<file path="src/hw/rtl/ccc_pkg.sv">
// Shared types and constants of the coast cell counter.
package ccc_pkg;

    localparam int CFG_W     = 11;
    localparam int CFG_IDX_W = 1;
    localparam int CHAR_W    = 8;
    localparam int COUNT_W   = 21;

    localparam logic [CHAR_W-1:0]  LAND_CHAR = 8'h23;
    localparam logic [COUNT_W-1:0] COUNT_MAX = {COUNT_W{1'b1}};

    localparam logic [CFG_IDX_W-1:0] REG_NUM_ROWS = 1'b0;
    localparam logic [CFG_IDX_W-1:0] REG_NUM_COLS = 1'b1;

    localparam int Q_DEPTH = 2;
    localparam int Q_PTR_W = $clog2(Q_DEPTH);

    // Classification of one cell, produced by the front end.
    typedef struct packed {
        logic first_col;
        logic last_col;
        logic last_row;
        logic row_ge1;
        logic row_ge2;
        logic land;
    } item_flags_t;

    // One line store word: land flags of the two rows above the current one.
    typedef struct packed {
        logic above;
        logic middle;
    } cell_bits_t;

endpackage

</file>
<file path="src/hw/rtl/ccc_ram.sv">
// Generic single-write, single-read RAM with registered read data.
module ccc_ram #(
    parameter int WIDTH = 2,
    parameter int DEPTH = 1024
) (
    input  logic                                    clk,
    input  logic                                    wr_en,
    input  logic [((DEPTH > 1) ? $clog2(DEPTH) : 1)-1:0] wr_addr,
    input  logic [WIDTH-1:0]                        wr_data,
    input  logic                                    rd_en,
    input  logic [((DEPTH > 1) ? $clog2(DEPTH) : 1)-1:0] rd_addr,
    output logic [WIDTH-1:0]                        rd_data
);

    logic [WIDTH-1:0] mem_reg [DEPTH];
    logic [WIDTH-1:0] rd_data_reg;

    always_ff @(posedge clk)
    begin
        if (wr_en)
        begin
            mem_reg[wr_addr] <= wr_data;
        end
        if (rd_en)
        begin
            rd_data_reg <= mem_reg[rd_addr];
        end
    end

    assign rd_data = rd_data_reg;

endmodule

</file>
<file path="src/hw/rtl/ccc_queue.sv">
// Short queue between the front end and the back end.
module ccc_queue #(
    parameter int WIDTH = 16
) (
    input  logic             clk,
    input  logic             rst_n,
    input  logic             push,
    input  logic [WIDTH-1:0] wr_data,
    output logic             full,
    input  logic             pop,
    output logic [WIDTH-1:0] rd_data,
    output logic             empty
);

    logic [WIDTH-1:0]       mem_reg [ccc_pkg::Q_DEPTH];
    logic [ccc_pkg::Q_PTR_W-1:0] wr_ptr_reg;
    logic [ccc_pkg::Q_PTR_W-1:0] rd_ptr_reg;
    logic [ccc_pkg::Q_PTR_W:0]   count_reg;
    logic                        do_push;
    logic                        do_pop;

    assign full    = (count_reg == (ccc_pkg::Q_PTR_W + 1)'(ccc_pkg::Q_DEPTH));
    assign empty   = (count_reg == '0);
    assign do_push = push && !full;
    assign do_pop  = pop && !empty;
    assign rd_data = mem_reg[rd_ptr_reg];

    always_ff @(posedge clk or negedge rst_n)
    begin
        if (!rst_n)
        begin
            wr_ptr_reg <= '0;
            rd_ptr_reg <= '0;
            count_reg  <= '0;
        end
        else
        begin
            if (do_push)
            begin
                wr_ptr_reg <= wr_ptr_reg + 1'b1;
            end
            if (do_pop)
            begin
                rd_ptr_reg <= rd_ptr_reg + 1'b1;
            end
            if (do_push && !do_pop)
            begin
                count_reg <= count_reg + 1'b1;
            end
            else if (do_pop && !do_push)
            begin
                count_reg <= count_reg - 1'b1;
            end
        end
    end

    always_ff @(posedge clk)
    begin
        if (do_push)
        begin
            mem_reg[wr_ptr_reg] <= wr_data;
        end
    end

`ifndef SYNTHESIS
    a_count_bound: assert property (@(posedge clk) disable iff (!rst_n)
        count_reg <= (ccc_pkg::Q_PTR_W + 1)'(ccc_pkg::Q_DEPTH))
        else $error("queue count above depth");
    a_pop_moves_ptr: assert property (@(posedge clk) disable iff (!rst_n)
        do_pop |=> rd_ptr_reg == $past(rd_ptr_reg) + 1'b1)
        else $error("pop did not advance read pointer");
`endif

endmodule

</file>
<file path="src/hw/rtl/ccc_front.sv">
// Front end: accepts cells, tracks the raster position and classifies each cell.
module ccc_front #(
    parameter int MAX_COLS = 1024,
    parameter int MAX_ROWS = 1024
) (
    input  logic                                          clk,
    input  logic                                          rst_n,
    input  logic                                          push,
    output logic                                          full,
    input  logic [ccc_pkg::CHAR_W-1:0]                    cell_char,
    input  logic [ccc_pkg::CFG_W-1:0]                     num_rows,
    input  logic [ccc_pkg::CFG_W-1:0]                     num_cols,
    input  logic                                          clr_busy,
    input  logic                                          q_full,
    output logic                                          q_push,
    output logic [((MAX_COLS > 1) ? $clog2(MAX_COLS) : 1)-1:0] q_col,
    output ccc_pkg::item_flags_t                          q_flags
);

    localparam int AW  = (MAX_COLS > 1) ? $clog2(MAX_COLS) : 1;
    localparam int RW  = (MAX_ROWS > 1) ? $clog2(MAX_ROWS) : 1;
    localparam int CLW = ($clog2(MAX_COLS + 1) > ccc_pkg::CFG_W) ?
                         $clog2(MAX_COLS + 1) : ccc_pkg::CFG_W;
    localparam int RLW = ($clog2(MAX_ROWS + 1) > ccc_pkg::CFG_W) ?
                         $clog2(MAX_ROWS + 1) : ccc_pkg::CFG_W;

    logic [AW-1:0]  col_reg;
    logic [AW-1:0]  col_next;
    logic [RW-1:0]  row_reg;
    logic [RW-1:0]  row_next;
    logic [CLW-1:0] cols_lim;
    logic [RLW-1:0] rows_lim;
    logic           accept;
    logic           last_col;
    logic           last_row;

    // Out-of-range sizes: zero acts as one, oversize acts as the maximum.
    always_comb
    begin
        if (num_cols == '0)
        begin
            cols_lim = CLW'(1);
        end
        else if (CLW'(num_cols) > CLW'(MAX_COLS))
        begin
            cols_lim = CLW'(MAX_COLS);
        end
        else
        begin
            cols_lim = CLW'(num_cols);
        end

        if (num_rows == '0)
        begin
            rows_lim = RLW'(1);
        end
        else if (RLW'(num_rows) > RLW'(MAX_ROWS))
        begin
            rows_lim = RLW'(MAX_ROWS);
        end
        else
        begin
            rows_lim = RLW'(num_rows);
        end
    end

    assign last_col = (CLW'(col_reg) + CLW'(1)) >= cols_lim;
    assign last_row = (RLW'(row_reg) + RLW'(1)) >= rows_lim;

    assign full   = q_full || clr_busy;
    assign accept = push && !full;
    assign q_push = accept;
    assign q_col  = col_reg;

    always_comb
    begin
        q_flags.first_col = (col_reg == '0);
        q_flags.last_col  = last_col;
        q_flags.last_row  = last_row;
        q_flags.row_ge1   = (row_reg != '0);
        q_flags.row_ge2   = (row_reg > RW'(1));
        q_flags.land      = (cell_char == ccc_pkg::LAND_CHAR);

        col_next = col_reg;
        row_next = row_reg;
        if (accept)
        begin
            if (last_col)
            begin
                col_next = '0;
                row_next = last_row ? '0 : row_reg + 1'b1;
            end
            else
            begin
                col_next = col_reg + 1'b1;
            end
        end
    end

    always_ff @(posedge clk or negedge rst_n)
    begin
        if (!rst_n)
        begin
            col_reg <= '0;
            row_reg <= '0;
        end
        else
        begin
            col_reg <= col_next;
            row_reg <= row_next;
        end
    end

endmodule

</file>
<file path="src/hw/rtl/ccc_back.sv">
// Back end: line store, neighbour judgment, coast count and result register.
module ccc_back #(
    parameter int MAX_COLS = 1024
) (
    input  logic                                          clk,
    input  logic                                          rst_n,
    input  logic                                          q_empty,
    input  logic [((MAX_COLS > 1) ? $clog2(MAX_COLS) : 1)-1:0] q_col,
    input  ccc_pkg::item_flags_t                          q_flags,
    output logic                                          q_pop,
    output logic                                          clr_busy,
    input  logic                                          pop,
    output logic                                          empty,
    output logic [ccc_pkg::COUNT_W-1:0]                   coast_count
);

    localparam int AW = (MAX_COLS > 1) ? $clog2(MAX_COLS) : 1;

    logic                         b_valid_reg;
    logic [AW-1:0]                b_col_reg;
    ccc_pkg::item_flags_t         b_flags_reg;

    logic                         byp_reg;
    ccc_pkg::cell_bits_t          byp_bits_reg;
    ccc_pkg::cell_bits_t          rd_bits;
    ccc_pkg::cell_bits_t          cell_bits;
    ccc_pkg::cell_bits_t          wr_bits;

    logic                         clr_busy_reg;
    logic [AW-1:0]                clr_addr_reg;

    logic                         p_valid_reg;
    logic                         p_ge1_reg;
    logic                         p_up_reg;
    logic                         p_left_reg;
    logic                         p_centre_reg;
    logic                         p_cur_reg;

    logic [ccc_pkg::COUNT_W-1:0]  total_reg;
    logic [ccc_pkg::COUNT_W-1:0]  total_sat;
    logic [ccc_pkg::COUNT_W:0]    total_sum;
    logic                         res_valid_reg;
    logic [ccc_pkg::COUNT_W-1:0]  res_count_reg;

    logic                         centre;
    logic                         up;
    logic                         left;
    logic                         emit;
    logic                         b_done;
    logic                         b_adv;
    logic                         judge_prev;
    logic                         judge_cur;
    logic                         bottom_land;
    logic [1:0]                   inc;
    logic                         ram_wr_en;
    logic [AW-1:0]                ram_wr_addr;
    ccc_pkg::cell_bits_t          ram_wr_data;

    ccc_ram #(
        .WIDTH ($bits(ccc_pkg::cell_bits_t)),
        .DEPTH (MAX_COLS)
    ) u_line_ram (
        .clk     (clk),
        .wr_en   (ram_wr_en),
        .wr_addr (ram_wr_addr),
        .wr_data (ram_wr_data),
        .rd_en   (q_pop),
        .rd_addr (q_col),
        .rd_data (rd_bits)
    );

    always_comb
    begin
        // A write to the address being read in the same cycle is forwarded.
        cell_bits = byp_reg ? byp_bits_reg : rd_bits;
        centre    = cell_bits.middle;
        up        = b_flags_reg.row_ge2 && cell_bits.above;
        left      = !b_flags_reg.first_col && p_centre_reg;
        emit      = b_flags_reg.last_col && b_flags_reg.last_row;

        b_done = b_valid_reg && (!emit || !res_valid_reg || pop);
        b_adv  = !b_valid_reg || b_done;
        q_pop  = !q_empty && b_adv && !clr_busy_reg;

        // The cell one step back is judged once its right neighbour is known.
        judge_prev = p_valid_reg && p_ge1_reg && p_centre_reg &&
                     !(p_up_reg && p_left_reg && centre && p_cur_reg);
        // In the last column the right neighbour is water, so a land cell is coast.
        judge_cur   = b_flags_reg.last_col && b_flags_reg.row_ge1 && centre;
        bottom_land = b_flags_reg.last_row && b_flags_reg.land;

        inc = 2'(judge_prev) + 2'(judge_cur) + 2'(bottom_land);
        total_sum = {1'b0, total_reg} + (ccc_pkg::COUNT_W + 1)'(inc);
        total_sat = (total_sum > {1'b0, ccc_pkg::COUNT_MAX}) ?
                    ccc_pkg::COUNT_MAX : total_sum[ccc_pkg::COUNT_W-1:0];

        wr_bits.above  = centre;
        wr_bits.middle = b_flags_reg.land;

        ram_wr_en   = clr_busy_reg || b_done;
        ram_wr_addr = clr_busy_reg ? clr_addr_reg : b_col_reg;
        ram_wr_data = clr_busy_reg ? '0 : wr_bits;
    end

    assign clr_busy    = clr_busy_reg;
    assign empty       = !res_valid_reg;
    assign coast_count = res_count_reg;

    always_ff @(posedge clk or negedge rst_n)
    begin
        if (!rst_n)
        begin
            clr_busy_reg  <= 1'b1;
            clr_addr_reg  <= '0;
            b_valid_reg   <= 1'b0;
            byp_reg       <= 1'b0;
            p_valid_reg   <= 1'b0;
            total_reg     <= '0;
            res_valid_reg <= 1'b0;
        end
        else
        begin
            if (clr_busy_reg)
            begin
                clr_addr_reg <= clr_addr_reg + 1'b1;
                if (clr_addr_reg == AW'(MAX_COLS - 1))
                begin
                    clr_busy_reg <= 1'b0;
                end
            end

            if (b_adv)
            begin
                b_valid_reg <= q_pop;
            end
            if (q_pop)
            begin
                byp_reg <= b_done && (b_col_reg == q_col);
            end

            if (b_done)
            begin
                p_valid_reg <= !b_flags_reg.last_col;
                total_reg   <= emit ? '0 : total_sat;
            end

            if (b_done && emit)
            begin
                res_valid_reg <= 1'b1;
            end
            else if (pop)
            begin
                res_valid_reg <= 1'b0;
            end
        end
    end

    always_ff @(posedge clk)
    begin
        if (q_pop)
        begin
            b_col_reg    <= q_col;
            b_flags_reg  <= q_flags;
            byp_bits_reg <= wr_bits;
        end
        if (b_done)
        begin
            p_ge1_reg    <= b_flags_reg.row_ge1;
            p_up_reg     <= up;
            p_left_reg   <= left;
            p_centre_reg <= centre;
            p_cur_reg    <= b_flags_reg.land;
        end
        if (b_done && emit)
        begin
            res_count_reg <= total_sat;
        end
    end

`ifndef SYNTHESIS
    a_clear_idle: assert property (@(posedge clk) disable iff (!rst_n)
        clr_busy_reg |-> !b_valid_reg && !q_pop)
        else $error("cell processed during line store clear");
    a_row_start_no_pending: assert property (@(posedge clk) disable iff (!rst_n)
        b_valid_reg && b_flags_reg.first_col |-> !p_valid_reg)
        else $error("pending cell carried across a row boundary");
    a_emit_sets_result: assert property (@(posedge clk) disable iff (!rst_n)
        b_done && emit |=> res_valid_reg && total_reg == '0)
        else $error("frame end did not post a result");
    a_result_held: assert property (@(posedge clk) disable iff (!rst_n)
        res_valid_reg && !pop |=> res_valid_reg && $stable(res_count_reg))
        else $error("waiting result lost or changed");
`endif

endmodule

</file>
<file path="src/hw/rtl/coast_cell_counter.sv">
// Coast cell counter: counts land cells with a water four-neighbour per map frame.
//
// Usage: map cells enter one per transfer on the input queue (push/full,
// cell_char) in raster order, num_cols cells per row and num_rows rows per
// frame; '#' is land. After the last cell of a frame one result, the frame's
// coast count, appears on the output queue (empty/pop, coast_count).
// num_rows (index 0) and num_cols (index 1) are written through cfg_wr_en,
// cfg_index and cfg_data; they reset to 1 and are changed between transfers.
// Throughput is one cell per cycle while full is low: the line store RAM is read once and
// written once per cell, with a one-cell delay for the right neighbour.
// A frame's last cell passes the queue and the back end stage; then empty falls.
// A waiting result does not block input; when the result register is held
// by a stalled receiver, the next frame end stalls the back end, the
// two-entry queue fills and full rises until the result is popped.
// After reset all MAX_COLS line store words are cleared with full high;
// configuration writes are taken during that time.
module coast_cell_counter #(
    parameter int MAX_COLS = 1024,
    parameter int MAX_ROWS = 1024
) (
    input  logic                              clk,
    input  logic                              rst_n,
    input  logic                              push,
    output logic                              full,
    input  logic [ccc_pkg::CHAR_W-1:0]        cell_char,
    output logic                              empty,
    input  logic                              pop,
    output logic [ccc_pkg::COUNT_W-1:0]       coast_count,
    input  logic                              cfg_wr_en,
    input  logic [ccc_pkg::CFG_IDX_W-1:0]     cfg_index,
    input  logic [ccc_pkg::CFG_W-1:0]         cfg_data
);

    localparam int AW = (MAX_COLS > 1) ? $clog2(MAX_COLS) : 1;
    localparam int QW = AW + $bits(ccc_pkg::item_flags_t);

    logic [ccc_pkg::CFG_W-1:0] num_rows_reg;
    logic [ccc_pkg::CFG_W-1:0] num_cols_reg;

    logic                      clr_busy;
    logic                      q_full;
    logic                      q_push;
    logic [AW-1:0]             f_col;
    ccc_pkg::item_flags_t      f_flags;
    logic                      q_pop;
    logic                      q_empty;
    logic [QW-1:0]             q_head;
    logic [AW-1:0]             b_col;
    ccc_pkg::item_flags_t      b_flags;

    always_ff @(posedge clk or negedge rst_n)
    begin
        if (!rst_n)
        begin
            num_rows_reg <= ccc_pkg::CFG_W'(1);
            num_cols_reg <= ccc_pkg::CFG_W'(1);
        end
        else if (cfg_wr_en)
        begin
            unique case (cfg_index)
                ccc_pkg::REG_NUM_ROWS: num_rows_reg <= cfg_data;
                ccc_pkg::REG_NUM_COLS: num_cols_reg <= cfg_data;
                default: ;
            endcase
        end
    end

    ccc_front #(
        .MAX_COLS (MAX_COLS),
        .MAX_ROWS (MAX_ROWS)
    ) u_front (
        .clk       (clk),
        .rst_n     (rst_n),
        .push      (push),
        .full      (full),
        .cell_char (cell_char),
        .num_rows  (num_rows_reg),
        .num_cols  (num_cols_reg),
        .clr_busy  (clr_busy),
        .q_full    (q_full),
        .q_push    (q_push),
        .q_col     (f_col),
        .q_flags   (f_flags)
    );

    ccc_queue #(
        .WIDTH (QW)
    ) u_queue (
        .clk     (clk),
        .rst_n   (rst_n),
        .push    (q_push),
        .wr_data ({f_col, f_flags}),
        .full    (q_full),
        .pop     (q_pop),
        .rd_data (q_head),
        .empty   (q_empty)
    );

    assign b_col   = q_head[QW-1 -: AW];
    assign b_flags = q_head[$bits(ccc_pkg::item_flags_t)-1:0];

    ccc_back #(
        .MAX_COLS (MAX_COLS)
    ) u_back (
        .clk         (clk),
        .rst_n       (rst_n),
        .q_empty     (q_empty),
        .q_col       (b_col),
        .q_flags     (b_flags),
        .q_pop       (q_pop),
        .clr_busy    (clr_busy),
        .pop         (pop),
        .empty       (empty),
        .coast_count (coast_count)
    );

endmodule

</file>
<file path="config.mk">
export PLATFORM = sky130hd
export DESIGN_NAME = coast_cell_counter
export DESIGN_NICKNAME = d
export VERILOG_FILES = /design/src/hw/rtl/ccc_pkg.sv /design/src/hw/rtl/ccc_ram.sv /design/src/hw/rtl/ccc_queue.sv /design/src/hw/rtl/ccc_front.sv /design/src/hw/rtl/ccc_back.sv /design/src/hw/rtl/coast_cell_counter.sv
export SDC_FILE = /design/constraint.sdc
export NUM_CORES = 2
export LEC_CHECK = 0
export ABC_AREA = 0
export BUFFER_PORTS_ARGS = -buffer_cell sky130_fd_sc_hd__buf_4
export CORE_UTILIZATION = 45
export DETAILED_ROUTE_END_ITERATION = 8
export SLEW_MARGIN = 20
export SYNTH_ARGS = -nofsm -noshare
export SYNTH_HDL_FRONTEND = slang
export SYNTH_SLANG_ARGS = --single-unit
</file>
<file path="constraint.sdc">
create_clock -name clk -period 30.3 [get_ports clk]
set_input_delay 1.515 -clock clk [delete_from_list [all_inputs] [get_ports clk]]
set_output_delay 1.515 -clock clk [all_outputs]
set_load 0.01 [all_outputs]
</file>
---- After elaboration in Yosys (flattened, before gate mapping) ----
Memory sizes are Yosys's and may differ from the RTL's. A register that Yosys moved wholly into a read port is not among the register bits.
Cells that the tools add are included.
storage, ports and cells
  memories kept ........................... 2
  word-level logic and storage cells ...... 124
  register bits ........................... 126
  input port bits ......................... 25
  memory bits (writable) .................. 2080
operators by class
  add/sub/neg operators ................... 12
  bitwise operators ....................... 1
  equality and inequality tests ........... 4
  mux-type cells .......................... 21
  reduce and logical (&&, ||, !) cells .... 49
  order comparisons ....................... 6
memory list
  name                       depth  bits a word  read ports  clocked after Yosys merged registers in  wr ports  line             source
  u_back.u_line_ram.mem_reg  1024   2            1           1                                        1         ccc_ram.sv:15    logic [WIDTH-1:0] mem_reg [DEPTH];
  u_queue.mem_reg            2      16           1           0                                        1         ccc_queue.sv:15  logic [WIDTH-1:0] mem_reg [ccc_pkg::Q_DEPTH];
operators by type and width
  operator                                                                           number
  11-bit 2-to-1 mux                                                                  4
  21-bit 2-to-1 mux                                                                  2
  10-bit by 1-bit adder with 10-bit output, second input constant                    3
  10-bit 2-to-1 mux                                                                  3
  10-bit by 1-bit adder with 11-bit output, second input constant                    2
  21-bit by 2-bit adder with 22-bit output                                           1
  11-bit greater-or-equal comparator                                                 2
  11-bit greater-than comparator, second input constant                              2
  22-bit by 21-bit greater-than comparator with 1-bit output, second input constant  1
  1-bit logical AND                                                                  22
  11-bit logical NOT                                                                 2
  1-bit logical NOT                                                                  12
  10-bit == test                                                                     1
  10-bit == test, second input constant                                              1
  10-bit by 1-bit greater-than comparator with 1-bit output, second input constant   1
  10-bit logical NOT                                                                 1
  10-bit nonzero test                                                                1
  8-bit by 6-bit == test with 1-bit output, second input constant                    1
  1-bit 2-to-1 mux                                                                   8
  2-bit 2-to-1 mux                                                                   4
  2-bit AND reduction                                                                3
  1-bit logical OR                                                                   5
  2-bit nonzero test                                                                 2
  1-bit adder, second input constant                                                 2
  7 further kinds                                                                    7

---- Logic depth before layout (Yosys ltp) ----
  word-level depth ........................ 12
  depth in mapped cells ................... 16

---- Cells and area by module ----
A second synthesis with hierarchy kept.
unflattened totals
  cell total of the unflattened synthesis .. 5487
  area total of the unflattened synthesis .. 91940.7 um^2
modules (own cells, without submodules)
  module              area each (um^2)  seq. area each (um^2)  times used  cells each
  ccc_ram             83777.8           61559.0                1           4793
  ccc_back            3987.6            2223.4                 1           355
  ccc_front           1894.3            500.5                  1           222
  ccc_queue           1402.6            1061.0                 1           69
  coast_cell_counter  878.3             553.0                  1           48

---- Least setup slack after synthesis ----
OpenSTA, ideal clock, no wires.
  kind .................................... reg-to-reg
  start ................................... register u_back.clr_busy_reg (netlist: u_back.clr_busy)
  end ..................................... memory u_back.u_line_ram.mem_reg[0][1], data pin
  cell stages (with the launch flop) ...... 6
  arrival time ............................ 25.894 ns
  slack ................................... -0.821 ns
  buffers on the path ..................... 4
  period minus slack after synthesis ...... 31.121 ns
  cell sequence ........................... dfstp_2 clkbuf_1 buf_1 clkbuf_1 buf_1 nor2b_1
RTL lines
  what                      line             source
  start: declaration        ccc_back.sv:29   logic clr_busy_reg;
  start signal: assignment  ccc_back.sv:113  clr_busy_reg <= 1'b1;
  start signal: assignment  ccc_back.sv:128  clr_busy_reg <= 1'b0;
  end: declaration          ccc_ram.sv:15

---- Worst setup path after layout ----
  start ................................... register u_queue.rd_ptr_reg
  end ..................................... register u_back.u_line_ram.rd_data_reg[0] (netlist: u_back.u_line_ram.rd_data[0]) (read register of u_back.u_line_ram.mem_reg), data pin
between the ends
  word-level cells in the longest chain between the ends .. 1
RTL lines
  what                      line             source
  start: declaration        ccc_queue.sv:17  logic [ccc_pkg::Q_PTR_W-1:0] rd_ptr_reg;
  start signal: assignment  ccc_queue.sv:44  rd_ptr_reg <= rd_ptr_reg + 1'b1;
  memory read 2 x 16 bit    --
  end: declaration          ccc_ram.sv:16    logic [WIDTH-1:0] rd_data_reg;
Every way passes these cells.
A chain may end at the register's enable or synchronous reset.

==> out/qor.yml <==
logic_synthesis:
  sequential_share_of_the_synthesized_area: 0.710
  ys_seq_elements: 2208
  ys_top_cells_by_count: "edfxtp_1, nand2_1, nor2_1, a21oi_1, clkbuf_1"
  synth_top_area_share: 0.688
  synth-async-reset-ratio: 0.0371
  ys_dominant_reg_cell: "edfxtp_1"
  number_of_enable_flip_flop_cells_after_synthesis: 2126
  synth_top_cell_by_area: "edfxtp_1"
  yosysWarnings: 0
  synth_cell_type_count: 75
  syn_nets: 7286
  syn-mean-instance-area_um2: 12.8
  synth_top_area_cells: "edfxtp_1, nand2_1, nor2_1"
  synth.cell_area_um2: 92900
  synth_most_common_cell: "edfxtp_1"
  synthCells: 7227
sta:
  grt_setup_unrepaired: "false"
  tns_ps: 0
  time_the_final_worst_path_needs_with_i_o_delays_and_setup_ps: 6920
  worst_skew_ps: 43.8
  maxClockFrequency_mhz: 145
  post-route-period-util: 0.228
  tightestPinTransition_ps: 1330
  final_max_slew_viol_count: 0
  slew-limit-headroom: 0.111
  hold_violations: 0
  finalSetupViolations: 0
detailed_routing:
  remaining_drc_errors: 0
  wirelength_um: 278000
  drtIter0Drc: 7870
  wl_per_cell_um: 27.8
  route.detailed.vias_per_inst: 6.06
  routed-via-count: 60500
  route.antenna.remaining_nets: 0
  drt_pre_antenna_iters: 6
floorplan:
  ios: 48
  fp.dieW_um: 456
  std_cell_rows: 166
  core_um2: 205000
  floorplan.initialDensity: 0.453
  die-area_um2: 208000
  chipHeight_um: 456
global_route:
  grt_start_max_net_pins: 218
  grtUsageTotal: 0.263
  grt_pass1_wl_um: 403000
  first_global_vias: 58900
  grt_remaining_overflow: 0
  antenna_violations_before_repair: 16
min_path:
  holdCritPathClass: "reg -> reg"
  startpoint_of_the_most_critical_hold_path: "u_back.b_flags_reg[2]"
  min_delay_worst_endpoint: "u_back.p_ge1_reg"
  hold_path_depth: 0
pwr:
  power.density_cell_area_nw_per_um2: 98.8
  power.leakage_nw: 33.7
  irDropWorstVdd_mv: 0.0786
clock_network:
  clock_pin_slew_reported_for_the_worst_setup_and_hold_paths_after_clock_tree_synthesis_ps: 60
  clk_latency_ps: 890
  clk_root_buffer_cell: "clkbuf_16"
  cts_hold_buf: 0
  numClockSinks: 2208
  cts_resized: 0
  tritoncts_clock_tree: "built"
  clockBufferDepth: 3
  clock_tree.htree_level_count: 4
  number_of_buffers_created_by_cts: 223
  cts.repair_timing.setup_buffer_count: 0
final_layout:
  finalNetCount: 7168
  fillerInstances: 17700
  register_area_um2: 65900
  finalNonFillerCells: 9995
  area_delta_synth_final_pct: 11.2
  largest_register_ff_count: 2048
  drive_gt1_frac: 0.103
  multi_input_area_um2: 24700
worst_setup_path:
  crit_arrival_ps: 7610
  critical_path.reg2reg.startpoint: "u_queue.rd_ptr_reg"
  worst_r2r_path_depth: 13
  worst-endpoint-required_ps: 30990
  r2r-end: "u_back.u_line_ram.rd_data[0]"
  critPathLaunchType: "flop"
  max_stage_delay_ps: 1010
  reg2reg_setup_slack_ps: 23380
  setup.worst_path.class: "reg -> reg"
  worstPathMaxFanout: 196
  timing.critical_path.cells: "mux2i_4 -> buf_4 -> clkinv_16 -> buf_4 -> buf_12 -> mux2i_1 -> o221ai_1 -> o21ai_0 -> a221oi_1 -> o22ai_1 -> o2bb2ai_1 -> or4_1 -> a311oi_1"
  crit_slowest_cell: "a221oi_1"
  crit_path_end_kind: "flop"
  critPathMostFrequentCell: "buf_4"
  top_family_by_delay_on_critical_path: "compound AO/OA/AOI/OAI gates"
  cp_num_buf_inv: 4
place:
  place.detailed.instances: 9572
  detailedPlacementHpwl_um: 144000
  gp_congestion: 0.816
  numPortBuffers: 47
status:
  outcome: "complete, no violations"
job:
  maxCapViolations: 0
## final cells by class
| cell class | instances | share of cell area |
|---|---|---|
| Antenna cell | 6 | 0.000145 |
| Clock buffer | 280 | 0.0567 |
| Clock inverter | 137 | 0.0138 |
| Inverter | 40 | 0.00188 |
| Multi-Input combinational cell | 4427 | 0.239 |
| Sequential cell | 2208 | 0.638 |
| Tap cell | 2688 | 0.0326 |
| Timing Repair Buffer | 209 | 0.0171 |
## layout by cell type, fill, tap and decap left out, types with 52 or more instances in the layout
master,netlist,layout
a2111oi_0,52,52
a21oi_1,454,452
buf_4,36,193
clkbuf_1,342,52
clkbuf_16,0,224
clkinv_1,3,57
dfrtp_1,79,78
edfxtp_1,2126,2126
mux2i_1,235,230
mux4_2,109,109
nand2_1,1352,1337
nand3_1,233,227
nor2_1,1067,1063
nor3_1,152,151
o21ai_0,92,92
o221ai_1,55,55
o22ai_1,77,76
## report_power, final
group / switching, W / total [W] / internal (W)
sequential: 0.0000610 / 0.00394 / 0.00388
clock: 0.00120 / 0.00274 / 0.00155
combinational: 0.00263 / 0.00351 / 0.000879
total: 0.00389 / 0.0102 / 0.00630
## kinds of logic (layout without fill, tap and decap cells)
kind of cell,after synthesis,after routing,synth area share
simple gates,3016,3016,0.133
flops,2208,2208,0.710
compound gates,943,943,0.0627
buf+inv,592,666,0.0284
mux,381,381,0.0565
xor+xnor,53,53,0.00500
fa+ha+maj,34,34,0.00474
other cells,0,6,0
## metrics by stage
step	instance area (um2)	utilization	setup slack [ps]	hold slack (ps)	power, W
final	103000	0.504	23380	435	0.0102
after global routing	103000	0.504	23230	467	0.0105
after CTS	103000	0.504	23590	437	0.0102
after detailed placement	95900	0.468	23630	423	0.00746
after global placement	95900	0.468	23750	437	0.00743
after floorplan	92900	-	11750	417	0.00635
## worst max path at each step
| stage | start | to | slack [ps] | depth (start not counted) |
|---|---|---|---|---|
| final | u_queue.rd_ptr_reg | u_back.u_line_ram.rd_data[0] | 23380 | 13 |
| after CTS | u_queue.rd_ptr_reg | u_back.u_line_ram.rd_data[0] | 23590 | 13 |
| after floorplan | u_back.clr_busy | u_back.u_line_ram.mem_reg[0][0] | 11750 | 5 |
| after global placement | u_queue.rd_ptr_reg | u_back.u_line_ram.rd_data[0] | 23750 | 11 |
| after detailed placement | u_queue.rd_ptr_reg | u_back.u_line_ram.rd_data[0] | 23630 | 13 |
| after global routing | u_queue.rd_ptr_reg | u_back.u_line_ram.rd_data[0] | 23230 | 13 |
## routing by layer
metal | routed length [um] | global-route usage
met1 | 112000 | 0.361
met4 | 10100 | 0.0934
met2 | 130000 | 0.417
met3 | 26200 | 0.0533
met5 | 45 | 0
(Power assumes the default switching activity.)
